## config.mk

```make
export PLATFORM = sky130hd
export DESIGN_NAME = signed_integer_to_base_digits
export DESIGN_NICKNAME = d
export VERILOG_FILES = /design/src/rtl/sibd_pkg.sv /design/src/rtl/sibd_base_check.sv /design/src/rtl/sibd_divider.sv /design/src/rtl/signed_integer_to_base_digits.sv
export SDC_FILE = /design/constraint.sdc
export NUM_CORES = 1
export LEC_CHECK = 0
export BUFFER_PORTS_ARGS = -buffer_cell sky130_fd_sc_hd__buf_2
export CAP_MARGIN = 20
export CORE_MARGIN = 1.5
export CORE_UTILIZATION = 65
export DETAILED_ROUTE_END_ITERATION = 10
export HOLD_SLACK_MARGIN = 0.03
export MAX_ROUTING_LAYER = met4
export PLACE_DENSITY = 0.84
export SLEW_MARGIN = 10
export SYNTH_ARGS = -nofsm -noshare
export SYNTH_HDL_FRONTEND = slang
export SYNTH_SLANG_ARGS = --single-unit
```

## constraint.sdc

```tcl
create_clock -name i_clk -period 20.6 [get_ports i_clk]
set_clock_uncertainty 0.05 [all_clocks]
set_input_delay 1.03 -clock i_clk [delete_from_list [all_inputs] [get_ports i_clk]]
set_output_delay 1.03 -clock i_clk [all_outputs]
set_load 0.005 [all_outputs]
```

## src/rtl/sibd_pkg.sv

```systemverilog
package sibd_pkg;

    localparam int SYM_W         = 8;
    localparam int SYM_SLOTS     = 16;
    localparam int SYM_IDX_W     = 4;
    localparam int COUNT_W       = 5;
    localparam int CFG_DATA_W    = 64;
    localparam int CFG_IDX_W     = 2;
    localparam int BITS_PER_STEP = 8;

    localparam logic [SYM_W-1:0] CH_MINUS = 8'h2D;
    localparam logic [SYM_W-1:0] CH_PLUS  = 8'h2B;
    localparam logic [SYM_W-1:0] CH_NUL   = 8'h00;

    localparam logic [CFG_IDX_W-1:0] REG_SYMBOLS_LOW  = 2'd0;
    localparam logic [CFG_IDX_W-1:0] REG_SYMBOLS_HIGH = 2'd1;
    localparam logic [CFG_IDX_W-1:0] REG_SYMBOL_COUNT = 2'd2;

    typedef logic [SYM_SLOTS-1:0][SYM_W-1:0] t_sym_tab;

    typedef enum logic [2:0] {
        ST_IDLE,
        ST_CHECK,
        ST_DIVIDE,
        ST_SIGN,
        ST_DIGITS
    } t_state;

    typedef struct packed {
        logic done;
        logic ok;
    } t_chk_status;

endpackage

```

## src/rtl/sibd_base_check.sv

```systemverilog
module sibd_base_check
    import sibd_pkg::*;
#(
    parameter int MAX_SYMBOLS = 16
) (
    input  logic                 i_clk,
    input  logic                 i_rst_n,
    input  logic                 i_start,
    input  t_sym_tab             i_sym_tab,
    input  logic [COUNT_W-1:0]   i_count,
    output t_chk_status          o_status
);

    localparam int IW = (MAX_SYMBOLS > 1) ? $clog2(MAX_SYMBOLS) : 1;

    logic          r_busy, n_busy;
    logic          r_done, n_done;
    logic          r_ok, n_ok;
    logic [IW-1:0] r_idx, n_idx;

    logic             range_bad;
    logic             sym_bad;
    logic             dup;
    logic             at_end;
    logic [SYM_W-1:0] cur;

    assign range_bad = (i_count < COUNT_W'(2)) || (i_count > COUNT_W'(MAX_SYMBOLS));
    assign cur       = i_sym_tab[SYM_IDX_W'(r_idx)];
    assign sym_bad   = (cur == CH_NUL) || (cur == CH_MINUS) || (cur == CH_PLUS);
    assign at_end    = (COUNT_W'(r_idx) == i_count - COUNT_W'(1));

    // compare the current symbol against every later used symbol at once
    always_comb begin
        dup = 1'b0;
        for (int j = 0; j < MAX_SYMBOLS; j++) begin
            if ((j > int'(r_idx)) && (j < int'(i_count)) &&
                (i_sym_tab[j] == cur)) begin
                dup = 1'b1;
            end
        end
    end

    always_comb begin
        n_busy = r_busy;
        n_done = 1'b0;
        n_ok   = r_ok;
        n_idx  = r_idx;
        if (i_start) begin
            n_busy = 1'b1;
            n_idx  = '0;
        end else if (r_busy) begin
            if (range_bad || sym_bad || dup) begin
                n_busy = 1'b0;
                n_done = 1'b1;
                n_ok   = 1'b0;
            end else if (at_end) begin
                n_busy = 1'b0;
                n_done = 1'b1;
                n_ok   = 1'b1;
            end else begin
                n_idx = r_idx + IW'(1);
            end
        end
    end

    always_ff @(posedge i_clk) begin
        if (!i_rst_n) begin
            r_busy <= 1'b0;
            r_done <= 1'b0;
            r_ok   <= 1'b0;
            r_idx  <= '0;
        end else begin
            r_busy <= n_busy;
            r_done <= n_done;
            r_ok   <= n_ok;
            r_idx  <= n_idx;
        end
    end

    assign o_status.done = r_done;
    assign o_status.ok   = r_ok;

endmodule

```

## src/rtl/sibd_divider.sv

```systemverilog
module sibd_divider
    import sibd_pkg::*;
#(
    parameter int DW = 32
) (
    input  logic               i_clk,
    input  logic               i_rst_n,
    input  logic               i_start,
    input  logic [DW-1:0]      i_dividend,
    input  logic [COUNT_W-1:0] i_divisor,
    output logic               o_done,
    output logic [DW-1:0]      o_quotient,
    output logic [COUNT_W-1:0] o_remainder
);

    localparam int STEPS = DW / BITS_PER_STEP;
    localparam int CW    = $clog2(STEPS) + 1;

    logic               r_busy, n_busy;
    logic               r_done, n_done;
    logic [CW-1:0]      r_cnt, n_cnt;
    logic [DW-1:0]      r_word, n_word;
    logic [COUNT_W-1:0] r_rem, n_rem;

    logic [DW-1:0]      step_word;
    logic [COUNT_W-1:0] step_rem;
    logic [COUNT_W-1:0] trial;
    logic               qbit;

    // long division, one radix-2 step per bit; quotient bits shift in at the bottom
    always_comb begin
        step_word = r_word;
        step_rem  = r_rem;
        trial     = '0;
        qbit      = 1'b0;
        for (int k = 0; k < BITS_PER_STEP; k++) begin
            trial = {step_rem[COUNT_W-2:0], step_word[DW-1]};
            qbit  = (trial >= i_divisor);
            if (qbit) begin
                trial = trial - i_divisor;
            end
            step_rem  = trial;
            step_word = {step_word[DW-2:0], qbit};
        end
    end

    always_comb begin
        n_busy = r_busy;
        n_done = 1'b0;
        n_cnt  = r_cnt;
        n_word = r_word;
        n_rem  = r_rem;
        if (i_start) begin
            n_busy = 1'b1;
            n_cnt  = CW'(STEPS);
            n_word = i_dividend;
            n_rem  = '0;
        end else if (r_busy) begin
            n_word = step_word;
            n_rem  = step_rem;
            n_cnt  = r_cnt - CW'(1);
            if (r_cnt == CW'(1)) begin
                n_busy = 1'b0;
                n_done = 1'b1;
            end
        end
    end

    always_ff @(posedge i_clk) begin
        if (!i_rst_n) begin
            r_busy <= 1'b0;
            r_done <= 1'b0;
            r_cnt  <= '0;
        end else begin
            r_busy <= n_busy;
            r_done <= n_done;
            r_cnt  <= n_cnt;
        end
        r_word <= n_word;
        r_rem  <= n_rem;
    end

    assign o_done      = r_done;
    assign o_quotient  = r_word;
    assign o_remainder = r_rem;

endmodule

```

## src/rtl/signed_integer_to_base_digits.sv

```systemverilog
// Prints a signed VALUE_WIDTH-bit number as a string of symbol bytes in a base of
// 2 to MAX_SYMBOLS, taken from the symbol table and count registers. A negative
// number starts with '-'; digits follow most significant first and the final
// beat carries o_last. An invalid base (count out of range, or a used symbol that
// is NUL, '+', '-' or repeated) yields no beats. The input is held off from accept
// until the last character has been loaded into the output register. Per item,
// the value is accepted, then the base check walks through the used symbols in
// turn (stopping at once when the count is out of range), then each digit takes
// one pass through the shared divider, which retires 8 quotient bits per cycle,
// then the characters are loaded in order while the output side is ready.
module signed_integer_to_base_digits
    import sibd_pkg::*;
#(
    parameter int MAX_SYMBOLS = 16,
    parameter int VALUE_WIDTH = 32
) (
    input  logic                  i_clk,
    input  logic                  i_rst_n,
    input  logic                  i_in_valid,
    output logic                  o_in_ready,
    input  logic signed [31:0]    i_value,
    output logic                  o_out_valid,
    input  logic                  i_out_ready,
    output logic [7:0]            o_char_code,
    output logic                  o_last,
    input  logic                  i_cfg_we,
    input  logic [CFG_IDX_W-1:0]  i_cfg_index,
    input  logic [CFG_DATA_W-1:0] i_cfg_data
);

    localparam int DW   = ((VALUE_WIDTH + BITS_PER_STEP - 1) / BITS_PER_STEP) * BITS_PER_STEP;
    localparam int DGW  = (MAX_SYMBOLS > 1) ? $clog2(MAX_SYMBOLS) : 1;
    localparam int NDW  = $clog2(VALUE_WIDTH + 1);
    localparam int IDXW = $clog2(VALUE_WIDTH);

    logic [CFG_DATA_W-1:0] r_sym_low;
    logic [CFG_DATA_W-1:0] r_sym_high;
    logic [COUNT_W-1:0]    r_sym_count;
    t_sym_tab              sym_tab;

    t_state                r_state, n_state;
    logic [DW-1:0]         r_mag;
    logic                  r_neg;
    logic [NDW-1:0]        r_nd;
    logic [DGW-1:0]        r_digits [VALUE_WIDTH];

    logic                  r_out_valid;
    logic [SYM_W-1:0]      r_char;
    logic                  r_last;

    logic [VALUE_WIDTH-1:0] raw;
    logic [VALUE_WIDTH-1:0] mag_abs;
    t_chk_status            chk_st;
    logic                   div_done;
    logic [DW-1:0]          div_quot;
    logic [COUNT_W-1:0]     div_rem;
    logic [DW-1:0]          div_dividend;
    logic                   quot_zero;
    logic                   out_free;
    logic [NDW-1:0]         nd_dec;
    logic [DGW-1:0]         rd_digit;

    logic                   in_ready;
    logic                   chk_start;
    logic                   div_start;
    logic                   digit_we;
    logic                   out_load;
    logic [SYM_W-1:0]       out_char;
    logic                   out_last;

    assign sym_tab   = {r_sym_high, r_sym_low};
    assign raw       = i_value[VALUE_WIDTH-1:0];
    assign mag_abs   = raw[VALUE_WIDTH-1] ? (VALUE_WIDTH'(0) - raw) : raw;
    assign quot_zero = (div_quot == '0);
    assign out_free  = !r_out_valid || i_out_ready;
    assign nd_dec    = r_nd - NDW'(1);
    assign rd_digit  = r_digits[nd_dec[IDXW-1:0]];

    always_ff @(posedge i_clk) begin
        if (!i_rst_n) begin
            r_sym_low   <= '0;
            r_sym_high  <= '0;
            r_sym_count <= '0;
        end else if (i_cfg_we) begin
            unique case (i_cfg_index)
                REG_SYMBOLS_LOW:  r_sym_low   <= i_cfg_data;
                REG_SYMBOLS_HIGH: r_sym_high  <= i_cfg_data;
                REG_SYMBOL_COUNT: r_sym_count <= i_cfg_data[COUNT_W-1:0];
                default: ;
            endcase
        end
    end

    sibd_base_check #(
        .MAX_SYMBOLS (MAX_SYMBOLS)
    ) u_check (
        .i_clk     (i_clk),
        .i_rst_n   (i_rst_n),
        .i_start   (chk_start),
        .i_sym_tab (sym_tab),
        .i_count   (r_sym_count),
        .o_status  (chk_st)
    );

    sibd_divider #(
        .DW (DW)
    ) u_div (
        .i_clk       (i_clk),
        .i_rst_n     (i_rst_n),
        .i_start     (div_start),
        .i_dividend  (div_dividend),
        .i_divisor   (r_sym_count),
        .o_done      (div_done),
        .o_quotient  (div_quot),
        .o_remainder (div_rem)
    );

    always_comb begin
        n_state = r_state;
        unique case (r_state)
            ST_IDLE: begin
                if (i_in_valid) n_state = ST_CHECK;
            end
            ST_CHECK: begin
                if (chk_st.done) n_state = chk_st.ok ? ST_DIVIDE : ST_IDLE;
            end
            ST_DIVIDE: begin
                if (div_done && quot_zero) n_state = r_neg ? ST_SIGN : ST_DIGITS;
            end
            ST_SIGN: begin
                if (out_free) n_state = ST_DIGITS;
            end
            ST_DIGITS: begin
                if (out_free && (r_nd == NDW'(1))) n_state = ST_IDLE;
            end
            default: n_state = ST_IDLE;
        endcase
    end

    always_comb begin
        in_ready     = 1'b0;
        chk_start    = 1'b0;
        div_start    = 1'b0;
        digit_we     = 1'b0;
        out_load     = 1'b0;
        out_char     = sym_tab[SYM_IDX_W'(rd_digit)];
        out_last     = (r_nd == NDW'(1));
        div_dividend = div_quot;
        unique case (r_state)
            ST_IDLE: begin
                in_ready  = 1'b1;
                chk_start = i_in_valid;
            end
            ST_CHECK: begin
                div_dividend = r_mag;
                div_start    = chk_st.done && chk_st.ok;
            end
            ST_DIVIDE: begin
                digit_we  = div_done;
                div_start = div_done && !quot_zero;
            end
            ST_SIGN: begin
                out_load = out_free;
                out_char = CH_MINUS;
                out_last = 1'b0;
            end
            ST_DIGITS: begin
                out_load = out_free;
            end
            default: ;
        endcase
    end

    always_ff @(posedge i_clk) begin
        if (!i_rst_n) begin
            r_state     <= ST_IDLE;
            r_nd        <= '0;
            r_out_valid <= 1'b0;
        end else begin
            r_state <= n_state;
            if (chk_start) begin
                r_nd <= '0;
            end else if (digit_we) begin
                r_nd <= r_nd + NDW'(1);
            end else if (out_load && (r_state == ST_DIGITS)) begin
                r_nd <= nd_dec;
            end
            if (out_load) begin
                r_out_valid <= 1'b1;
            end else if (i_out_ready) begin
                r_out_valid <= 1'b0;
            end
        end
        if (chk_start) begin
            r_mag <= DW'(mag_abs);
            r_neg <= raw[VALUE_WIDTH-1];
        end
        if (digit_we) begin
            r_digits[r_nd[IDXW-1:0]] <= div_rem[DGW-1:0];
        end
        if (out_load) begin
            r_char <= out_char;
            r_last <= out_last;
        end
    end

    assign o_in_ready  = in_ready;
    assign o_out_valid = r_out_valid;
    assign o_char_code = r_char;
    assign o_last      = r_last;

`ifndef SYNTH
    a_nd_bound: assert property (@(posedge i_clk) disable iff (!i_rst_n)
        r_nd <= NDW'(VALUE_WIDTH))
        else $error("digit count exceeds value width");

    a_digits_nonempty: assert property (@(posedge i_clk) disable iff (!i_rst_n)
        (r_state == ST_DIGITS) |-> (r_nd != '0))
        else $error("emitting digits with an empty digit store");

    a_div_done_state: assert property (@(posedge i_clk) disable iff (!i_rst_n)
        div_done |-> (r_state == ST_DIVIDE))
        else $error("divider finished outside the divide phase");

    a_chk_done_state: assert property (@(posedge i_clk) disable iff (!i_rst_n)
        chk_st.done |-> (r_state == ST_CHECK))
        else $error("base check finished outside the check phase");

    a_text_continues: assert property (@(posedge i_clk) disable iff (!i_rst_n)
        (r_out_valid && !r_last) |-> (r_state == ST_DIGITS))
        else $error("non-final character pending while text is not in progress");
`endif

endmodule

```

==> flow_metrics.py, run 1 <==
metrics = {
    "sta": {
        "slew_viol_final": 0,
        "rsz0062_at_grt": "no",
        "fin_setup_tns_ns": 0,
        "period_share_pct": 71.0,
        "tightest_slew_ns": 1.12,
        "hold_viol": 0,
        "min_period_ns": 14.62,
        "setup_viol": 0,
        "whs_ns": 0.437,
        "relSlewSlack_pct": 25.2,
        "fmax_ghz": 0.0684,
    },
    "placement": {
        "hpwl_um": 36800,
        "gp_congestion": 1.01,
        "io_buffers": 113,
    },
    "finish": {
        "nets": 2171,
        "area_growth_syn_to_layout_pct": 9.52,
        "finish.utilization_pct": 72.8,
        "final_cell_mix": "394 x nand2_1, 202 x edfxtp_1, 156 x dfxtp_1",
        "antenna_cells": 0,
        "drive_gt1_share_pct": 15.5,
        "layout_commonest_cell": "nand2_1",
    },
    "floorplan": {
        "start_util_pct": 66.5,
        "rows": 64,
        "coreArea_mm2": 0.0307,
        "die_h_um": 180,
        "chipWidth_um": 180,
        "pin_count": 114,
        "die_area_mm2": 0.0325,
    },
    "power": {
        "swShare_pct": 41.0,
        "clock_power_share_pct": 14.7,
        "comb_power_share_pct": 65.6,
        "p_per_area_mw_per_mm2": 208,
        "seqPwrFrac_pct": 19.7,
        "p_switching_uw": 1910,
        "p_int_uw": 2740,
        "power.leakage_uw": 0.00779,
        "peakVddDrop_mv": 0.674,
    },
    "synth": {
        "synth_fp_nets": 2119,
        "ys.flop_type": "edfxtp_1",
        "synth-seq-cells": 361,
        "yosysWarnings": 0,
        "seq_area_frac_synth_pct": 45.2,
        "synth_edf_count": 202,
        "syn_area_per_cell_um2": 10.5,
        "yosysUniqueCellTypes": 74,
        "ys_async_sr_fraction_pct": 0,
        "synthesis.area_mm2": 0.0204,
        "syn_inst": 1954,
    },
    "setup_path": {
        "startpoint": "r_sym_count[1]$_SDFFE_PN0P_",
        "path_class": "register to register",
        "cpPeakStageDelay_ns": 0.88,
        "cp_slowest_cell": "dfxtp_1",
        "r2r_slack_ns": 5.98,
        "cp_top_family": "compound AO/OA/AOI/OAI gates",
        "crit_top_cell": "a21o_1",
        "crit_arrival_ns": 15.01,
        "r2r_end": "u_div.o_remainder[2]$_SDFFE_PP0P_",
        "worst-path-stages": 69,
        "worstSetupStartpointType": "register",
        "critical_path.endpoint": "u_div.o_remainder[2]$_SDFFE_PP0P_",
        "critical_path.endpoint_type": "register",
        "required_ns": 21.00,
        "crit_buf_inv": 7,
        "rr_worst_depth": 69,
        "r2r_start": "r_sym_count[1]$_SDFFE_PN0P_",
        "crit_path_max_fanout": 18,
    },
    "drt": {
        "route.detailed.drc": 8,
        "wl_per_cell_um": 22.6,
        "wirelength_um": 54900,
        "drt_iter0_drc": 1395,
        "drt_first_pass_iters": 9,
        "vias": 15600,
        "vias_per_cell": 6.41,
        "antenna_left": 0,
    },
    "global_routing": {
        "antenna_found_initial": 0,
        "track_usage_pct": 34.4,
        "grt_pass1_vias": 15500,
        "grt_start_max_net_pins": 83,
        "grt_pass1_wl_um": 85100,
        "grt-ovfl-total": 0,
    },
    "clock_tree": {
        "cts-root-buf": "clkbuf_16",
        "post_cts_resized": 0,
        "htreeDepth": 2,
        "cts.hold.buffers_added": 0,
        "clockBufferDepth": 3,
        "cts.clk_slew.worst_paths_ns": 0.07,
        "cts.sinks": 361,
        "postCtsSetupBuffers": 0,
        "cts_tree": "built",
        "insertion_delay_ns": 0.57,
        "cts_made_buffers": 37,
    },
    "min_path": {
        "hold_path_class": "register to register",
    },
    "outcome": {
        "violations": "design-rule violations",
        "outcome": "finished, violations left",
    },
    "flow_run": {
        "maxCapViolCount": 0,
    },
}
[layout make-up]
class	instances	area (µm²)
clock buffers	52	1010
clock inverters	16	216
fillers	2184	8360
inverters	42	158
multi-input cells	1427	10500
flip-flops and latches	361	9250
well taps	396	495
repair buffers	137	771
[through the flow]
step	setup WS [ns]	cell area [µm²]	instances	total power (µW)
after CTS	6.07	22300	2427	4630
final	5.98	22400	2431	4650
after floorplan	7.84	20400	1954	3310
after global routing	4.80	22400	2431	5070
after global placement	6.75	21100	2359	3710
after detailed placement	6.14	21100	2359	3870
[sequential cells by signal, summed over array words and instances, names as in the netlist, 3 cells and up]
name	count
u_div.r_cnt	3
r_sym_count	5
u_check.r_idx	4
o_char_code	8
r_sym_high	64
r_sym_low	64
r_digits	128
r_mag	32
r_state	3
u_div.o_quotient	32
r_nd	6
u_div.o_remainder	4
[cells in the mapped netlist (4+ instances only)]
library cell / number / area [µm²]
a211oi_1: 36 / 270
a21boi_0: 131 / 983
a21o_1: 22 / 165
a21oi_1: 43 / 215
a2bb2oi_1: 4 / 35.0
a31o_2: 5 / 43.8
buf_1: 16 / 60.1
buf_2: 16 / 80.1
buf_4: 16 / 120
buf_6: 9 / 101
clkbuf_1: 66 / 248
dfxtp_1: 159 / 3180
edfxtp_1: 202 / 6070
fa_1: 8 / 160
ha_1: 54 / 676
inv_1: 41 / 154
mux2_2: 41 / 462
mux2i_1: 91 / 911
mux4_2: 51 / 1150
nand2_1: 394 / 1480
nand2b_1: 14 / 87.6
nand3_1: 17 / 85.1
nand3b_1: 7 / 52.6
nand4_1: 19 / 119
nor2_1: 70 / 263
nor2b_1: 37 / 231
nor3_1: 17 / 85.1
nor4_1: 27 / 169
o211ai_1: 16 / 120
o21ai_0: 43 / 215
o21ai_1: 4 / 20.0
o221ai_1: 16 / 140
o31ai_1: 7 / 52.6
o41ai_1: 5 / 43.8
or3_1: 9 / 56.3
or3b_2: 4 / 35.0
or4_1: 6 / 45.0
xnor2_1: 146 / 1280
xor2_1: 27 / 236
[routing by layer]
| metal | vias to the layer above | share of wire [%] | track usage [%] |
|---|---|---|---|
| met2 | 762 | 48 | 56.7 |
| met4 | 0 | 5.0 | 16.5 |
| met1 | 7548 | 39 | 42.0 |
| met3 | 160 | 7.6 | 4.87 |
| li1 | 7113 | - | - |
| met5 | - | 0 | - |
[logic make-up (layout without fill, tap and decap cells)]
family / after synthesis / count (layout) / share of synthesized area [%]
buffers and inverters: 166 / 247 / 3.78
adder cells (fa/ha/maj): 62 / 62 / 4.09
multiplexers: 184 / 184 / 12.4
AO/OA/AOI/OAI: 369 / 369 / 13.1
AND/OR/NAND/NOR: 638 / 638 / 13.9
flip-flops: 361 / 361 / 45.2
XOR/XNOR: 174 / 174 / 7.49
[power groups by stage]
| stage | Sequential, µW | Combinational, µW | Clock, µW |
|---|---|---|---|
| 6_report | 915 | 3050 | 686 |
| 5_1_grt | 918 | 3440 | 713 |
| 4_1_cts | 931 | 3010 | 688 |
| 3_5_place_dp | 944 | 2920 | 0 |
| 3_3_place_gp | 939 | 2770 | 0 |
| 2_1_floorplan | 918 | 2390 | 0 |
[how the worst min path moves through the flow]
stage | from | endpoint | slack [ns] | cells past startpoint
finish | r_sym_low[3]$_SDFFE_PN0P_ | r_sym_low[3]$_SDFFE_PN0P_ | 0.44 | 2
global route | r_sym_low[3]$_SDFFE_PN0P_ | r_sym_low[3]$_SDFFE_PN0P_ | 0.46 | 2
CTS | r_sym_low[3]$_SDFFE_PN0P_ | r_sym_low[3]$_SDFFE_PN0P_ | 0.44 | 2
detailed placement | r_sym_low[3]$_SDFFE_PN0P_ | r_sym_low[3]$_SDFFE_PN0P_ | 0.43 | 2
global placement | u_div.r_cnt[1]$_SDFFE_PP0P_ | u_div.r_cnt[1]$_SDFFE_PP0P_ | 0.41 | 2
floorplan | r_sym_low[0]$_SDFFE_PN0P_ | r_sym_low[0]$_SDFFE_PN0P_ | 0.40 | 2
[worst register-to-register path: cells and delay by family, from the launching register on]
kind / cells / cell delay (ns)
compound gates: 33 / 6.61
fa+ha+maj: 8 / 2.17
buf+inv: 7 / 1.01
flops: 1 / 0.88
mux: 7 / 2.10
simple gates: 14 / 1.72
No activity file was read; power rests on OpenSTA's default activity.
==> run 2: changes to the inputs <==
Settings changed: CORE_UTILIZATION 65 to 62, PLACE_DENSITY 0.84 to 0.81.
Clock period 20.6 ns to 13.6 ns, I/O delays scaled along.
==> run 2 against run 1 <==
Compared with the run above:
- the run now ends clean
- worst setup slack got worse by 5.3 ns
- wire length fell by 1.7%
- power rose by 56%
- non-clock buffer count rose by 6
- global-route usage fell by 1.2 points
- via count fell by 1.5%
- core utilization fell by 3.2 points
- critical path type unchanged
- largest cell class unchanged
- highest routed layer unchanged
==> flow_metrics.py, run 2 (synthesis results as in run 1) <==
metrics = {
    "finish": {
        "area_growth_syn_to_layout_pct": 10.7,
        "fin_area_mm2": 0.0226,
        "fillers": 2461,
        "nets": 2179,
        "antenna_cells": 0,
        "fin_cells": 2486,
        "multi_input_area_mm2": 0.0105,
        "final_cell_mix": "394 x nand2_1, 202 x edfxtp_1, 156 x dfxtp_1",
        "largest_reg_flops": 128,
        "drive_gt1_share_pct": 16.5,
        "layout_commonest_cell": "nand2_1",
        "seq_area_mm2": 0.00926,
        "finish.utilization_pct": 69.6,
    },
    "drt": {
        "drt_first_pass_iters": 5,
        "antenna_left": 0,
        "route.detailed.drc": 0,
        "drt_iter0_drc": 1385,
        "vias_per_cell": 6.17,
        "wirelength_um": 54000,
        "vias": 15300,
        "wl_per_cell_um": 21.7,
    },
    "floorplan": {
        "pin_count": 114,
        "die_area_mm2": 0.0341,
        "coreArea_mm2": 0.0325,
        "chipWidth_um": 185,
        "start_util_pct": 62.8,
        "die_h_um": 185,
        "rows": 66,
    },
    "global_routing": {
        "grt_pass1_vias": 15200,
        "grt-ovfl-total": 0,
        "grt_pass1_wl_um": 84100,
        "antenna_found_initial": 0,
        "track_usage_pct": 33.2,
        "grt_start_max_net_pins": 97,
    },
    "setup_path": {
        "crit_buf_inv": 7,
        "crit_path_max_fanout": 8,
        "rr_worst_depth": 70,
        "worstSetupStartpointType": "register",
        "r2r_end": "u_div.o_remainder[2]$_SDFFE_PP0P_",
        "crit_top_cell": "a21o_1",
        "path_class": "register to register",
        "critical_path.endpoint_type": "register",
        "required_ns": 14.00,
        "crit_arrival_ns": 13.31,
        "cpPeakStageDelay_ns": 0.35,
        "cp_top_family": "compound AO/OA/AOI/OAI gates",
        "worst-path-stages": 70,
        "r2r_slack_ns": 0.70,
        "cp_slowest_cell": "mux2_4",
        "r2r_start": "r_sym_count[1]$_SDFFE_PN0P_",
    },
    "power": {
        "p_total_uw": 7260,
        "peakVddDrop_mv": 1.15,
        "p_per_area_mw_per_mm2": 321,
        "power.leakage_uw": 0.00787,
    },
    "sta": {
        "setup_viol": 0,
        "whs_ns": 0.279,
        "slew_viol_final": 0,
        "min_period_ns": 12.90,
        "tightest_slew_ns": 1.13,
        "period_share_pct": 94.9,
        "hold_viol": 0,
        "fmax_ghz": 0.0775,
        "relSlewSlack_pct": 24.5,
    },
    "min_path": {
        "hold_path_class": "input port to register",
        "hold_start": "i_value[0]",
        "whs_endpoint": "r_mag[0]$_DFFE_PP_",
        "whs_path_depth": 1,
    },
    "outcome": {
        "outcome": "finished clean",
    },
    "placement": {
        "hpwl_um": 37100,
        "io_buffers": 113,
        "gp_congestion": 1.00,
        "placed_area_mm2": 0.0212,
        "placedCellCount": 2414,
    },
    "clock_tree": {
        "cts_made_buffers": 39,
        "clockBufferDepth": 3,
        "insertion_delay_ns": 0.57,
        "cts.sinks": 361,
        "postCtsSetupBuffers": 0,
        "htreeDepth": 2,
        "cts-root-buf": "clkbuf_16",
        "cts.clk_slew.worst_paths_ns": 0.06,
        "cts_tree": "built",
    },
    "flow_run": {
        "maxCapViolCount": 0,
    },
}
[run 2: changes by cell type in the layout (fill, tap and decap cells not counted), sizes merged]
cell,previous run,this run
buf,137,143
bufinv,3,5
clkbuf,52,51
clkinv,10,12
clkinvlp,2,3
inv,43,42
[run 2: cell type report]
type	instances	area share (%)
well taps	442	2.44
multi-input cells	1427	46.6
flip-flops and latches	361	40.9
repair buffers	143	3.51
clock inverters	20	1.17
inverters	42	0.697
clock buffers	51	4.73
[run 2: worst max path at each step]
| stage | start | endpoint |
|---|---|---|
| floorplan | r_sym_count[1]$_SDFFE_PN0P_ | u_div.o_quotient[0]$_DFFE_PP_ |
| global placement | r_sym_count[2]$_SDFFE_PN0P_ | u_div.o_remainder[2]$_SDFFE_PP0P_ |
| detailed placement | r_sym_count[2]$_SDFFE_PN0P_ | u_div.o_remainder[2]$_SDFFE_PP0P_ |
| CTS | r_sym_count[2]$_SDFFE_PN0P_ | u_div.o_remainder[2]$_SDFFE_PP0P_ |
| global route | r_sym_count[1]$_SDFFE_PN0P_ | u_div.o_remainder[2]$_SDFFE_PP0P_ |
| finish | r_sym_count[1]$_SDFFE_PN0P_ | u_div.o_remainder[2]$_SDFFE_PP0P_ |
[run 2: layer usage]
metal / GRT usage [%] / up-vias / share of wire, %
met5: - / - / 0
met4: 14.6 / 0 / 4.5
met3: 4.47 / 144 / 6.7
met2: 54.8 / 644 / 48
met1: 40.9 / 7429 / 41
li1: - / 7130 / -
[run 2: through the flow]
| step | worst slack [ns] | TNS (ns) |
|---|---|---|
| CTS | 0.0908 | 0 |
| floorplan | 0.841 | 0 |
| detailed placement | 0.132 | 0 |
| global placement | 0.683 | 0 |
| finish | 0.699 | 0 |
| global route | -0.00559 | -0.00559 |
[run 2: report_power, final]
| part | internal (µW) | switching (µW) | leakage (µW) |
|---|---|---|---|
| combinational | 2430 | 2380 | 0.00410 |
| clock | 655 | 445 | 0.000645 |
| sequential | 1320 | 27.8 | 0.00312 |
[run 2: timing repair]
| item | CTS | global route |
|---|---|---|
| setup endpoints to repair | 0 | 5 |
| gates resized for setup | 0 | 18 |
| hold endpoints to repair | 0 | 0 |
| hold buffers | 0 | 0 |
